==> config.mk <==
export PLATFORM = sky130hd
export DESIGN_NAME = bldc_hall_commutation_speed
export DESIGN_NICKNAME = d
export VERILOG_FILES = /design/src/design/bhcs_pkg.sv /design/src/design/bldc_hall_commutation_speed.sv
export SDC_FILE = /design/constraint.sdc
export NUM_CORES = 1
export LEC_CHECK = 0
export ABC_AREA = 1
export BUFFER_PORTS_ARGS = -buffer_cell sky130_fd_sc_hd__buf_4
export CAP_MARGIN = 40
export CORE_AREA = 5 5 163 165
export CTS_CLUSTER_DIAMETER = 60
export CTS_CLUSTER_SIZE = 30
export DETAILED_ROUTE_END_ITERATION = 7
export DIE_AREA = 0 0 168 170
export PLACE_DENSITY = 0.64
export SLEW_MARGIN = 0
export SYNTH_ARGS = -nofsm -noshare
export SYNTH_HDL_FRONTEND = slang
export SYNTH_SLANG_ARGS = --single-unit
==> constraint.sdc <==
create_clock -name i_clk -period 12 [get_ports i_clk]
set_clock_uncertainty 0.2 [all_clocks]
set_input_delay 1.2 -clock i_clk [delete_from_list [all_inputs] [get_ports i_clk]]
set_output_delay 1.2 -clock i_clk [all_outputs]
set_load 0.03 [all_outputs]
==> src/design/bhcs_pkg.sv <==
// Package for the BLDC hall commutation and speed block.
// Holds the request structs, event and register codes, and the commutation table.
// No dependencies.
package bhcs_pkg;

    localparam int EdgeWidth   = 16;
    localparam int TickWidth   = 16;
    localparam int SpeedWidth  = 24;
    localparam int ScaleWidth  = 8;
    localparam int CfgWidth    = 16;

    localparam logic [EdgeWidth-1:0]  EDGE_MAX  = '1;
    localparam logic [TickWidth-1:0]  TICK_MAX  = '1;
    localparam logic [SpeedWidth-1:0] SPEED_MAX = '1;

    localparam logic [TickWidth-1:0]  WINDOW_TICKS_RESET = 16'd50;
    localparam logic [ScaleWidth-1:0] SPEED_SCALE_RESET  = 8'd50;

    typedef enum logic [1:0] {
        KIND_HALL  = 2'd0,
        KIND_TICK  = 2'd1,
        KIND_BREAK = 2'd2
    } t_kind;

    typedef enum logic {
        CFG_WINDOW_TICKS = 1'b0,
        CFG_SPEED_SCALE  = 1'b1
    } t_cfg_index;

    typedef struct packed {
        logic [1:0] kind;
        logic       hall_a;
        logic       hall_b;
        logic       hall_c;
    } t_in_req;

    typedef struct packed {
        logic [2:0]            high_side_enable;
        logic [2:0]            low_side_enable;
        logic [2:0]            sector;
        logic [SpeedWidth-1:0] measured_speed;
        logic                  fault;
    } t_out_req;

    typedef struct packed {
        logic [2:0] sector;
        logic [2:0] high_mask;
        logic [2:0] low_mask;
    } t_comm;

    // sector 0 marks an invalid hall pattern
    function automatic t_comm comm_lookup(input logic [2:0] pat);
        t_comm c;
        unique case (pat)
            3'b101:  c = '{sector: 3'd1, high_mask: 3'b001, low_mask: 3'b010};
            3'b100:  c = '{sector: 3'd2, high_mask: 3'b001, low_mask: 3'b100};
            3'b110:  c = '{sector: 3'd3, high_mask: 3'b010, low_mask: 3'b100};
            3'b010:  c = '{sector: 3'd4, high_mask: 3'b010, low_mask: 3'b001};
            3'b011:  c = '{sector: 3'd5, high_mask: 3'b100, low_mask: 3'b001};
            3'b001:  c = '{sector: 3'd6, high_mask: 3'b100, low_mask: 3'b010};
            default: c = '{sector: 3'd0, high_mask: 3'b000, low_mask: 3'b000};
        endcase
        return c;
    endfunction

endpackage

==> src/design/bldc_hall_commutation_speed.sv <==
// Top level: six-step hall commutation, sticky fault break, windowed speed measurement.
// Depends on bhcs_pkg for request structs, codes and the commutation table.
//
//   channel   signals                                  direction
//   in        i_in_valid / o_in_ready / i_in           event request in
//   out       o_out_valid / i_out_ready / o_out        state request out
//   cfg       i_cfg_wr_en / i_cfg_index / i_cfg_data   register write in
//
// One request per cycle while the output is not stalled; the path has an input register and a result register.
// State updates and the 16x8 speed product happen between the two registers.
// A stalled result holds in the result register while one more request waits in
// the input register. Synchronous active-low reset; no clearing pass.
module bldc_hall_commutation_speed
    import bhcs_pkg::*;
(
    input  logic                i_clk,
    input  logic                i_rst_n,
    input  logic                i_in_valid,
    output logic                o_in_ready,
    input  t_in_req             i_in,
    output logic                o_out_valid,
    input  logic                i_out_ready,
    output t_out_req            o_out,
    input  logic                i_cfg_wr_en,
    input  t_cfg_index          i_cfg_index,
    input  logic [CfgWidth-1:0] i_cfg_data
);

    logic                  r_in_valid;
    t_in_req               r_in;
    logic                  r_out_valid;
    t_out_req              r_out;

    logic [TickWidth-1:0]  r_window_ticks;
    logic [ScaleWidth-1:0] r_speed_scale;

    logic [2:0]            r_sector, n_sector;
    logic [2:0]            r_high_mask, n_high_mask;
    logic [2:0]            r_low_mask, n_low_mask;
    logic [EdgeWidth-1:0]  r_edge_count, n_edge_count;
    logic [TickWidth-1:0]  r_tick_count, n_tick_count;
    logic [SpeedWidth-1:0] r_speed, n_speed;
    logic                  r_fault, n_fault;

    logic                  out_free;
    logic                  advance;
    t_comm                 comm;
    logic [TickWidth-1:0]  tick_inc;
    logic [SpeedWidth-1:0] product;

    assign out_free   = !r_out_valid || i_out_ready;
    assign advance    = r_in_valid && out_free;
    assign o_in_ready = !r_in_valid || out_free;

    assign comm     = comm_lookup({r_in.hall_a, r_in.hall_b, r_in.hall_c});
    assign tick_inc = (r_tick_count != TICK_MAX) ? r_tick_count + 1'b1 : r_tick_count;
    assign product  = SpeedWidth'(r_edge_count) * SpeedWidth'(r_speed_scale);

    always_comb begin
        n_sector     = r_sector;
        n_high_mask  = r_high_mask;
        n_low_mask   = r_low_mask;
        n_edge_count = r_edge_count;
        n_tick_count = r_tick_count;
        n_speed      = r_speed;
        n_fault      = r_fault;
        case (r_in.kind)
            KIND_HALL: begin
                if (r_edge_count != EDGE_MAX) begin
                    n_edge_count = r_edge_count + 1'b1;
                end
                if (comm.sector != 3'd0) begin
                    n_sector    = comm.sector;
                    n_high_mask = comm.high_mask;
                    n_low_mask  = comm.low_mask;
                end
            end
            KIND_TICK: begin
                n_tick_count = tick_inc;
                if (tick_inc >= r_window_ticks) begin
                    n_speed      = (product > SPEED_MAX) ? SPEED_MAX : product;
                    n_edge_count = '0;
                    n_tick_count = '0;
                end
            end
            KIND_BREAK: begin
                n_fault = 1'b1;
            end
            default: begin
            end
        endcase
    end

    always_ff @(posedge i_clk) begin
        if (!i_rst_n) begin
            r_window_ticks <= WINDOW_TICKS_RESET;
            r_speed_scale  <= SPEED_SCALE_RESET;
        end else if (i_cfg_wr_en) begin
            unique case (i_cfg_index)
                CFG_WINDOW_TICKS: r_window_ticks <= i_cfg_data[TickWidth-1:0];
                CFG_SPEED_SCALE:  r_speed_scale  <= i_cfg_data[ScaleWidth-1:0];
                default: begin
                end
            endcase
        end
    end

    always_ff @(posedge i_clk) begin
        if (!i_rst_n) begin
            r_in_valid <= 1'b0;
        end else if (o_in_ready) begin
            r_in_valid <= i_in_valid;
        end
    end

    always_ff @(posedge i_clk) begin
        if (o_in_ready && i_in_valid) begin
            r_in <= i_in;
        end
    end

    always_ff @(posedge i_clk) begin
        if (!i_rst_n) begin
            r_out_valid  <= 1'b0;
            r_sector     <= '0;
            r_high_mask  <= '0;
            r_low_mask   <= '0;
            r_edge_count <= '0;
            r_tick_count <= '0;
            r_speed      <= '0;
            r_fault      <= 1'b0;
        end else begin
            if (out_free) begin
                r_out_valid <= r_in_valid;
            end
            if (advance) begin
                r_sector     <= n_sector;
                r_high_mask  <= n_high_mask;
                r_low_mask   <= n_low_mask;
                r_edge_count <= n_edge_count;
                r_tick_count <= n_tick_count;
                r_speed      <= n_speed;
                r_fault      <= n_fault;
            end
        end
    end

    // force switches off while faulted
    always_ff @(posedge i_clk) begin
        if (advance) begin
            r_out.high_side_enable <= n_fault ? 3'b000 : n_high_mask;
            r_out.low_side_enable  <= n_fault ? 3'b000 : n_low_mask;
            r_out.sector           <= n_sector;
            r_out.measured_speed   <= n_speed;
            r_out.fault            <= n_fault;
        end
    end

    assign o_out_valid = r_out_valid;
    assign o_out       = r_out;

endmodule
Word level (Yosys, flattened, before mapping)
Cells that the tools add are included.
Widths: inputs -> output; s select.

operators by class
  $add $sub $neg = 2
  multipliers = 1
  $lt $le $gt $ge = 2
  equality and inequality tests = 12
  mux-type cells = 16
  bitwise gates (word level) = 1
  reductions and logical operators = 13

operators with widths
  cell                   count
  $mux 24                3
  $mux 16                4
  $pmux 9 s6             1
  $add 16x1->16 const B  2
  $ne 16x16->1 const B   2
  $pmux 16 s2            1
  $gt 24x24->1 const B   1
  $mul 16x8->24          1
  $mux 3                 6
  $ge 16x16->1           1
  $eq 3x3->1 const B     3
  $eq 3x2->1 const B     2
  $reduce_and 2->1       3
  $ne 2x2->1 const B     2
  $reduce_and 4->1       1
  $eq 3x1->1 const B     1
  $reduce_bool 3->1      1
  $eq 2x1->1 const B     1
  $eq 2x2->1 const B     1
  $logic_and 1x1->1      2
  $logic_not 1->1        2
  $logic_not 2->1        1
  $logic_or 1x1->1       2
  $reduce_bool 2->1      1
  2 further kinds        2

word-level totals
  flip-flop bits (word level) = 131
  input port bits = 27
  output and inout bits = 36
  word-level logic and storage cells = 67

Depth between registers and ports, before layout
Gate-level depths: netlist of run 1.

  depth after elaboration = 5
  mapped depth = 27
  mapped depth without buffers = 26

Least setup slack after synthesis of run 1
Ideal clock, no wire load.

  kind = flip-flop to flip-flop
  from = register r_speed_scale[7]
  to = register r_out (netlist bit o_out[23]) (data pin)
  setup time = 0.251 ns
  arrival time = 4.176 ns
  required time = 11.549 ns
  setup slack = 7.373 ns
  cell stages (with the launch flop) = 22
  path buffers = 2
  clock period less this slack = 4.627 ns
  path through = dfxtp_1 clkbuf_1 clkbuf_1 nand2_1 fa_1 fa_1 inv_1 fa_1 inv_1 fa_1 inv_1 ha_1 nand2_1 nor2_1 nand2_1 nand3b_1 nand3_1 nand2_1 nand2_1 nand2_1 nand2_1 inv_1

between the ends
  cells in the longest elaborated chain, start to end = 5

ends and longest elaborated chain
  item                    RTL line                            RTL
  start, declared         bldc_hall_commutation_speed.sv:35   logic [ScaleWidth-1:0] r_speed_scale;
  start signal, assigned  bldc_hall_commutation_speed.sv:101  CFG_SPEED_SCALE: r_speed_scale <= i_cfg_data[ScaleWidth-1:0];
  $mul 16x8->24 *         bldc_hall_commutation_speed.sv:57   assign product = SpeedWidth'(r_edge_count) * SpeedWidth'(r_speed_scale);
  $gt 24x24->1            bldc_hall_commutation_speed.sv:81   n_speed = (product > SPEED_MAX) ? SPEED_MAX : product;
  $mux 24 *               bldc_hall_commutation_speed.sv:81
  $mux 24 *               bldc_hall_commutation_speed.sv:80   if (tick_inc >= r_window_ticks) begin
  $mux 24 *               bldc_hall_commutation_speed.sv:67   case (r_in.kind)
  net n_speed[22]         bldc_hall_commutation_speed.sv:42   logic [SpeedWidth-1:0] r_speed, n_speed;
  end, declared           bldc_hall_commutation_speed.sv:32   t_out_req r_out;

The timed path passes the listed nets; every way through them passes the cells marked *.
A chain may end at the register's enable or synchronous reset.

Worst setup path after layout of run 1
  from = register r_speed_scale[3]
  to = register r_out (netlist bit o_out[24]) (data pin)

The elaborated chain is that of the path after synthesis.

==> results of run 1 <==
flip-flops by register name, summed over array words and instances, names as in the netlist:
name,cells
r_fault,1
r_high_mask,3
r_low_mask,3
r_window_ticks,16
r_edge_count,16
r_sector,3
o_out_valid,1
r_in,5
r_tick_count,16
r_in_valid,1
o_out,34
r_speed,24
r_speed_scale,8
tightest hold or removal path, cell delays in order (launching register included):
cell,delay (ns)
sky130_fd_sc_hd__dfxtp_1,0.30
sky130_fd_sc_hd__inv_1,0.07
sky130_fd_sc_hd__a21oi_1,0.06
metal layers:
layer,GRT usage,wire (um),part of all wire
met1,0.235,11300,0.44
met2,0.341,13000,0.50
met3,0.0265,1150,0.045
met4,0.0483,391,0.015
met5,0,0,0
synthesized netlist by cell type, types with 3 or more instances:
cell type,number
sky130_fd_sc_hd__edfxtp_1,39
sky130_fd_sc_hd__nand2_1,483
sky130_fd_sc_hd__fa_1,84
sky130_fd_sc_hd__nor2_1,140
sky130_fd_sc_hd__nand4_1,13
sky130_fd_sc_hd__ha_1,62
sky130_fd_sc_hd__nand3_1,66
sky130_fd_sc_hd__a21oi_1,78
sky130_fd_sc_hd__o21ai_0,41
sky130_fd_sc_hd__nor3_1,9
sky130_fd_sc_hd__dfxtp_1,92
sky130_fd_sc_hd__inv_1,371
sky130_fd_sc_hd__xnor2_1,5
sky130_fd_sc_hd__nand3b_1,4
sky130_fd_sc_hd__buf_4,3
sky130_fd_sc_hd__xor2_1,25
sky130_fd_sc_hd__and2_1,4
sky130_fd_sc_hd__inv_2,4
sky130_fd_sc_hd__buf_2,14
sky130_fd_sc_hd__clkbuf_1,39
sky130_fd_sc_hd__o22ai_1,3
sky130_fd_sc_hd__o211ai_1,4
sky130_fd_sc_hd__nor3_2,3
sky130_fd_sc_hd__nand2_2,4
power by group:
| group | internal (mW) | switching (mW) |
|---|---|---|
| Clock | 0.328 | 0.207 |
| Combinational | 0.0379 | 0.0678 |
| Sequential | 0.479 | 0.0190 |
| Total | 0.846 | 0.294 |
cells by family after synthesis:
group / count (synthesis) / share of synthesized area
simple gates: 733 / 0.269
buf+inv: 435 / 0.151
fa+ha+maj: 146 / 0.222
compound gates: 132 / 0.0620
flops: 131 / 0.272
xor+xnor: 30 / 0.0237
per-stage QoR:
step	utilization	setup slack [ns]	cell area [um^2]	power [mW]	hold slack, ns
5_1_grt	0.495	6.58	12300	1.19	0.280
6_report	0.495	6.90	12300	1.14	0.264
3_3_place_gp	0.470	6.90	11700	0.610	0.254
3_5_place_dp	0.471	6.92	11700	0.614	0.260
4_1_cts	0.495	6.89	12300	1.15	0.269
2_1_floorplan	-	7.37	11100	0.577	0.235
area by class of cell:
cell class,instances,area [um^2]
inverters,375,1410
well taps,330,413
multi-input cells,1041,6380
fillers,2467,12600
repair buffers,65,508
clock buffers,17,425
clock inverters,15,180
flip-flops and latches,131,3010
worst max path at each step:
stage                     start   endpoint  slack (ns)  cells past startpoint
2_1_floorplan  r_speed_scale[7]  o_out[23]        7.37                     21
3_3_place_gp   r_speed_scale[7]  o_out[24]        6.90                     19
3_5_place_dp   r_speed_scale[7]  o_out[24]        6.92                     19
4_1_cts        r_speed_scale[7]  o_out[24]        6.89                     19
5_1_grt        r_speed_scale[7]  o_out[24]        6.58                     19
6_report       r_speed_scale[3]  o_out[24]        6.90                     19
==> metrics.txt, run 1 <==
arrival time of data at the critical path endpoint=5.08 ns; async set-reset flop share out of synthesis=0; Core ar.=24,900 um^2; largest fanout of any net on the critical path=17; minimum clock period=5.10 ns; antenna diode count=0; total routing usage reported by global routing=0.188; remaining design rule violation count=0; Final Setup Violations=0; worst r2r path cells=19; dominant register cell in the synthesized netlist=sky130_fd_sc_hd__dfxtp_1; Highest Clock Rate=196 MHz; Die Footprint=28,600 um^2; count of H-tree levels built during CTS=4; WL per Instance=13.1 um; final HPWL from detailed placement=20,000 um; wire length of the first global-routing pass=44,300 um; period utilization=0.425; row count=58; kind of start point of the critical path=flip-flop; number of buffers created by CTS=17; Syn Nets=1,780; static power due to leakage=7.12 nW; Crit path buffers/inverters=4; hold path depth=2; worst stage delay on the critical path=0.80 ns; Die Height=170 um; critical register-to-register path startpoint=r_speed_scale[3]; First DRT Iteration DRCs=618; Final Hold Vio Count=0; clock tree from TritonCTS=built; clock transition at the register clock pins on the worst setup and hold paths after CTS=0.06 ns; RSZ-0062 raised after global routing=no; worst min path class=flip-flop to flip-flop; area overhead of the layout relative to synthesis=11.4%; post-synthesis sequential element count=131; slew at the pin closest to its max-slew limit=0.788 ns; mean cell area of the mapped netlist=6.89 um^2; capturing point of the worst reg2reg path=o_out[24]; PD cells=92.5 nW/um^2; number of distinct library cell variants in the gate-level netlist after synthesis=36; width of the chip=168 um; Synth area leader=sky130_fd_sc_hd__dfxtp_1; fraction of final layout cells with drive strength greater than 1=0.0693; via count=9,436; PostCTS Resize Cnt=0; vias in the first global route=9,339; clock latency on the worst-skew pair=0.42 ns; critical path data required time=11.98 ns; router iterations before antenna repair=5; delay-heaviest family, CP=adder cells; cells along the critical path=nand2_1 -> inv_1 -> fa_1 -> fa_1 -> fa_1 -> inv_1 -> fa_1 -> inv_1 -> ha_1 -> nand2_1 -> nor2_1 -> nand2_1 -> nand3b_1 -> nand3_1 -> nand2_1 -> nand2_1 -> nand2_1 -> nand2_1 -> inv_1; gate count after technology mapping=1,607; cell count after placement=1,942; synth top area cells=sky130_fd_sc_hd__dfxtp_1, sky130_fd_sc_hd__nand2_1, sky130_fd_sc_hd__fa_1, sky130_fd_sc_hd__inv_1, sky130_fd_sc_hd__edfxtp_1; final wirelength=25,900 um; setup_tns=0 ns; slowest cell on the critical path=sky130_fd_sc_hd__dfxtp_1; number of max-cap violations=0; total standard cell area after synthesis=11,100 um^2; normalized max-slew margin=0.474; Critical Path Sink Type=flip-flop; number of warnings reported in the yosys synthesis log=0; Setup Fix Bufs, Post-CTS=0; most common cell after layout, fill and taps aside=sky130_fd_sc_hd__nand2_1; clk sink count=131; number of flops mapped to enable cells by yosys=39; remaining global-route overflow=0; final-report max-slew violation count=0; Non-Filler Instances=1,974; global placer's final weighted congestion=0.900; starting utilization of the core area=0.445; hold wc startpoint=r_window_ticks[3]; number of buffers inserted by hold repair at cts=0; setup slack, reg-to-reg=6.90 ns; top library cells by usage in the layout, fill and taps aside=sky130_fd_sc_hd__nand2_1, sky130_fd_sc_hd__inv_1, sky130_fd_sc_hd__nor2_1; share of the yosys chip area belonging to registers=0.272; maximum buffer depth of the clock tree=2; hold path endpoint=r_window_ticks[3]; final antenna-violating net count=0; ports placed on the boundary=63; initial antenna violation count=0; CTS root buffer=sky130_fd_sc_hd__clkbuf_16; cell with the most instances on the worst path=sky130_fd_sc_hd__nand2_1; VDD IR max=85.6 uV; share of Yosys cell area claimed by the top area cell type=0.166; buffers added on ports=62; detail-routed via count per cell=4.78; maximum number of pins on one net before global-route repair=87; result of the run=completed; layout net count=1,804; startpoint-to-endpoint class of the critical path=flip-flop to flip-flop
Note: power is estimated with default switching activity, not from simulation.
==> run 2: changes to the inputs <==
--- a/config.mk
+++ b/config.mk
@@ -13,7 +13,7 @@
 export CTS_CLUSTER_SIZE = 30
 export DETAILED_ROUTE_END_ITERATION = 7
 export DIE_AREA = 0 0 168 170
-export PLACE_DENSITY = 0.64
+export PLACE_DENSITY = 0.67
 export SLEW_MARGIN = 0
 export SYNTH_ARGS = -nofsm -noshare
 export SYNTH_HDL_FRONTEND = slang
==> constraint.sdc (replaced) <==
create_clock -name i_clk -period 4.46 [get_ports i_clk]
set_clock_uncertainty 0.2 [all_clocks]
set_input_delay 0.446 -clock i_clk [delete_from_list [all_inputs] [get_ports i_clk]]
set_output_delay 0.446 -clock i_clk [all_outputs]
set_load 0.03 [all_outputs]
==> metrics.txt, run 2 (same netlist as run 1, synthesis figures left out) <==
result of the run=complete, but fails checks (was completed); violations in the final reports=setup timing; fraction of final layout cells with drive strength greater than 1=0.241 (was 0.0693); Core ar.=24,900 um^2 (unchanged); router iterations before antenna repair=6 (was 5); setup slack, reg-to-reg=-0.02 ns (was 6.90 ns); Final Hold Vio Count=0 (unchanged); final wirelength=28,100 um (was 25,900 um); remaining design rule violation count=0 (unchanged); most common cell after layout, fill and taps aside=sky130_fd_sc_hd__nand2_1 (unchanged); max reg flops=34 (unchanged); clk sink count=131 (unchanged); summed area of non-filler cells in the final layout=14,100 um^2 (was 12,300 um^2); layout net count=1,918 (was 1,804); number of buffers created by CTS=17 (unchanged); count of cell instances traversed by the critical path=22 (was 19); static power due to leakage=7.93 nW (was 7.12 nW); width of the chip=168 um (unchanged); First DRT Iteration DRCs=531 (was 618); net switching share of the total power=0.269 (was 0.258); RSZ-0062 raised after global routing=yes (was no); power share of the combinational group=0.113 (was 0.093); Layout fillers=2,259 (was 2,467); total routing usage reported by global routing=0.195 (was 0.188); minimum clock period=4.48 ns (was 5.10 ns); Final Setup Violations=3 (was 0); final HPWL from detailed placement=20,900 um (was 20,000 um); starting utilization of the core area=0.445 (unchanged); area overhead of the layout relative to synthesis=27.2% (was 11.4%); final antenna-violating net count=0 (unchanged); clock transition at the register clock pins on the worst setup and hold paths after CTS=0.07 ns (was 0.06 ns); startpoint-to-endpoint class of the critical path=flip-flop to flip-flop (unchanged); maximum buffer depth of the clock tree=2 (unchanged); Die Footprint=28,600 um^2 (unchanged); largest fanout of any net on the critical path=7 (was 17); antenna diode count=0 (unchanged); final-report max-slew violation count=0 (unchanged); cells along the critical path=buf_12 -> nand2_4 -> inv_2 -> fa_1 -> fa_1 -> fa_1 -> inv_2 -> fa_1 -> inv_2 -> ha_4 -> nand2_4 -> nor2_4 -> nand2_2 -> buf_6 -> a21oi_4 -> o21ai_1 -> inv_1 -> nor2_1 -> nand2_1 -> nand3_1 -> nand2_1 -> inv_1 (was nand2_1 -> inv_1 -> fa_1 -> fa_1 -> fa_1 -> inv_1 -> fa_1 -> inv_1 -> ha_1 -> nand2_1 -> nor2_1 -> nand2_1 -> nand3b_1 -> nand3_1 -> nand2_1 -> nand2_1 -> nand2_1 -> nand2_1 -> inv_1); ports placed on the boundary=63 (unchanged); Critical Path Sink Type=flip-flop (unchanged); final worst-path setup slack=-0.0162 ns (was 6.90 ns); post-placement cell area=12,400 um^2 (was 11,700 um^2); kind of start point of the critical path=flip-flop (unchanged); hold path depth=3 (was 2); sequential fraction of design power=0.427 (was 0.437); WL per Instance=13.4 um (was 13.1 um); clock latency on the worst-skew pair=0.42 ns (about the same); clock tree from TritonCTS=built (unchanged); sequential cell area in the final layout=3050 um^2 (was 3010 um^2); remaining global-route overflow=0 (unchanged); period utilization=1.00 (was 0.425); slowest cell on the critical path=sky130_fd_sc_hd__fa_1 (was sky130_fd_sc_hd__dfxtp_1); area used by multi-input combinational logic=7130 um^2 (was 6380 um^2); normalized max-slew margin=0.349 (was 0.474); Highest Clock Rate=223 MHz (was 196 MHz); initial antenna violation count=0 (unchanged); worst min path class=primary input to flip-flop (was flip-flop to flip-flop); delay-heaviest family, CP=adder cells (unchanged); via count=10,000 (was 9,436); VDD IR max=174 uV (was 85.6 uV); top library cells by usage in the layout, fill and taps aside=sky130_fd_sc_hd__nand2_1, sky130_fd_sc_hd__inv_1, sky130_fd_sc_hd__buf_4 (was sky130_fd_sc_hd__nand2_1, sky130_fd_sc_hd__inv_1, sky130_fd_sc_hd__nor2_1); Psw=836 uW (was 294 uW); Crit path buffers/inverters=7 (was 4); total internal power=2.27 mW (was 846 uW); minimum hold slack=0.0411 ns (was 0.264 ns); vias in the first global route=10,000 (was 9,339); wire length of the first global-routing pass=46,200 um (was 44,300 um); detail-routed via count per cell=4.80 (was 4.78); arrival time of data at the critical path endpoint=4.59 ns (was 5.08 ns); row count=58 (unchanged); buffers added on ports=62 (unchanged); maximum number of pins on one net before global-route repair=88 (was 87); critical path data required time=4.58 ns (was 11.98 ns); number of max-cap violations=0 (unchanged); cell with the most instances on the worst path=sky130_fd_sc_hd__fa_1 (was sky130_fd_sc_hd__nand2_1); worst stage delay on the critical path=0.57 ns (was 0.80 ns); CTS root buffer=sky130_fd_sc_hd__clkbuf_16 (unchanged); slew at the pin closest to its max-slew limit=0.977 ns (was 0.788 ns); Clk network pwr share=0.460 (was 0.470); global placer's final weighted congestion=0.979 (was 0.900); Die Height=170 um (unchanged); count of H-tree levels built during CTS=4 (unchanged); PD cells=221 nW/um^2 (was 92.5 nW/um^2); worst r2r path cells=22 (was 19)
-- run 2: cell types whose count changed in the layout (fill, tap and decap cells not counted), sizes merged --
cell,before,now
buf,65,173
clkinvlp,2,0
dlygate4sd3,0,5
bufinv,3,2
clkbuf,17,19
inv,379,384
clkinv,6,3
-- run 2: per-stage QoR --
step | worst slack, ns | setup TNS (ns) | std cells | power, mW | util
5_1_grt | -0.207 | -3.11 | 2088 | 3.24 | 0.566
3_3_place_gp | -0.419 | -8.05 | 2027 | 1.66 | 0.497
2_1_floorplan | 0.00299 | 0 | 1607 | 1.55 | -
3_5_place_dp | -0.408 | -8.75 | 2027 | 1.67 | 0.497
4_1_cts | 0.00340 | 0 | 2068 | 3.10 | 0.538
6_report | -0.0162 | -0.0298 | 2088 | 3.11 | 0.566
-- run 2: path summary, 6_finish.rpt --
| check | to | from |
|---|---|---|
| max | r_speed[15] | r_speed_scale[4] |
| min | r_speed_scale[1] | i_cfg_data[1] |
| max reg2reg | r_speed[15] | r_speed_scale[4] |
| min reg2reg | r_window_ticks[14] | r_window_ticks[14] |
-- run 2: power groups by stage --
stage | registers (mW) | clock network (mW) | logic [mW]
finish | 1.33 | 1.43 | 0.350
global route | 1.33 | 1.51 | 0.392
CTS | 1.33 | 1.45 | 0.322
detailed placement | 1.36 | 0 | 0.310
global placement | 1.35 | 0 | 0.303
floorplan | 1.37 | 0 | 0.185
-- run 2: tightest hold or removal path: stages --
cell	delay, ns
sky130_fd_sc_hd__buf_4	0.09
sky130_fd_sc_hd__nand2_1	0.05
sky130_fd_sc_hd__nand3_1	0.05
-- run 2: layout make-up --
class / count / area share
Clock inverter: 14 / 0.0118
Tap cell: 330 / 0.0293
Timing Repair Buffer: 179 / 0.105
Sequential cell: 131 / 0.217
Inverter: 375 / 0.100
Multi-Input combinational cell: 1041 / 0.506
Clock buffer: 18 / 0.0305
-- run 2: timing repair --
item,in CTS,in global routing
hold buffers,5,0
gates cloned,0,1
setup endpoints to repair,34,34
setup buffers,5,20
pin swaps,38,110
resized for setup,87,177
hold endpoints to repair,5,0
-- run 2: metal layers --
layer / global-route usage / routed length (um) / vias to the layer above
met3: 0.0314 / 865 / 60
li1: - / - / 5065
met2: 0.353 / 14200 / 185
met1: 0.232 / 12100 / 4710
met4: 0.0730 / 935 / 0
met5: 0 / 0 / -
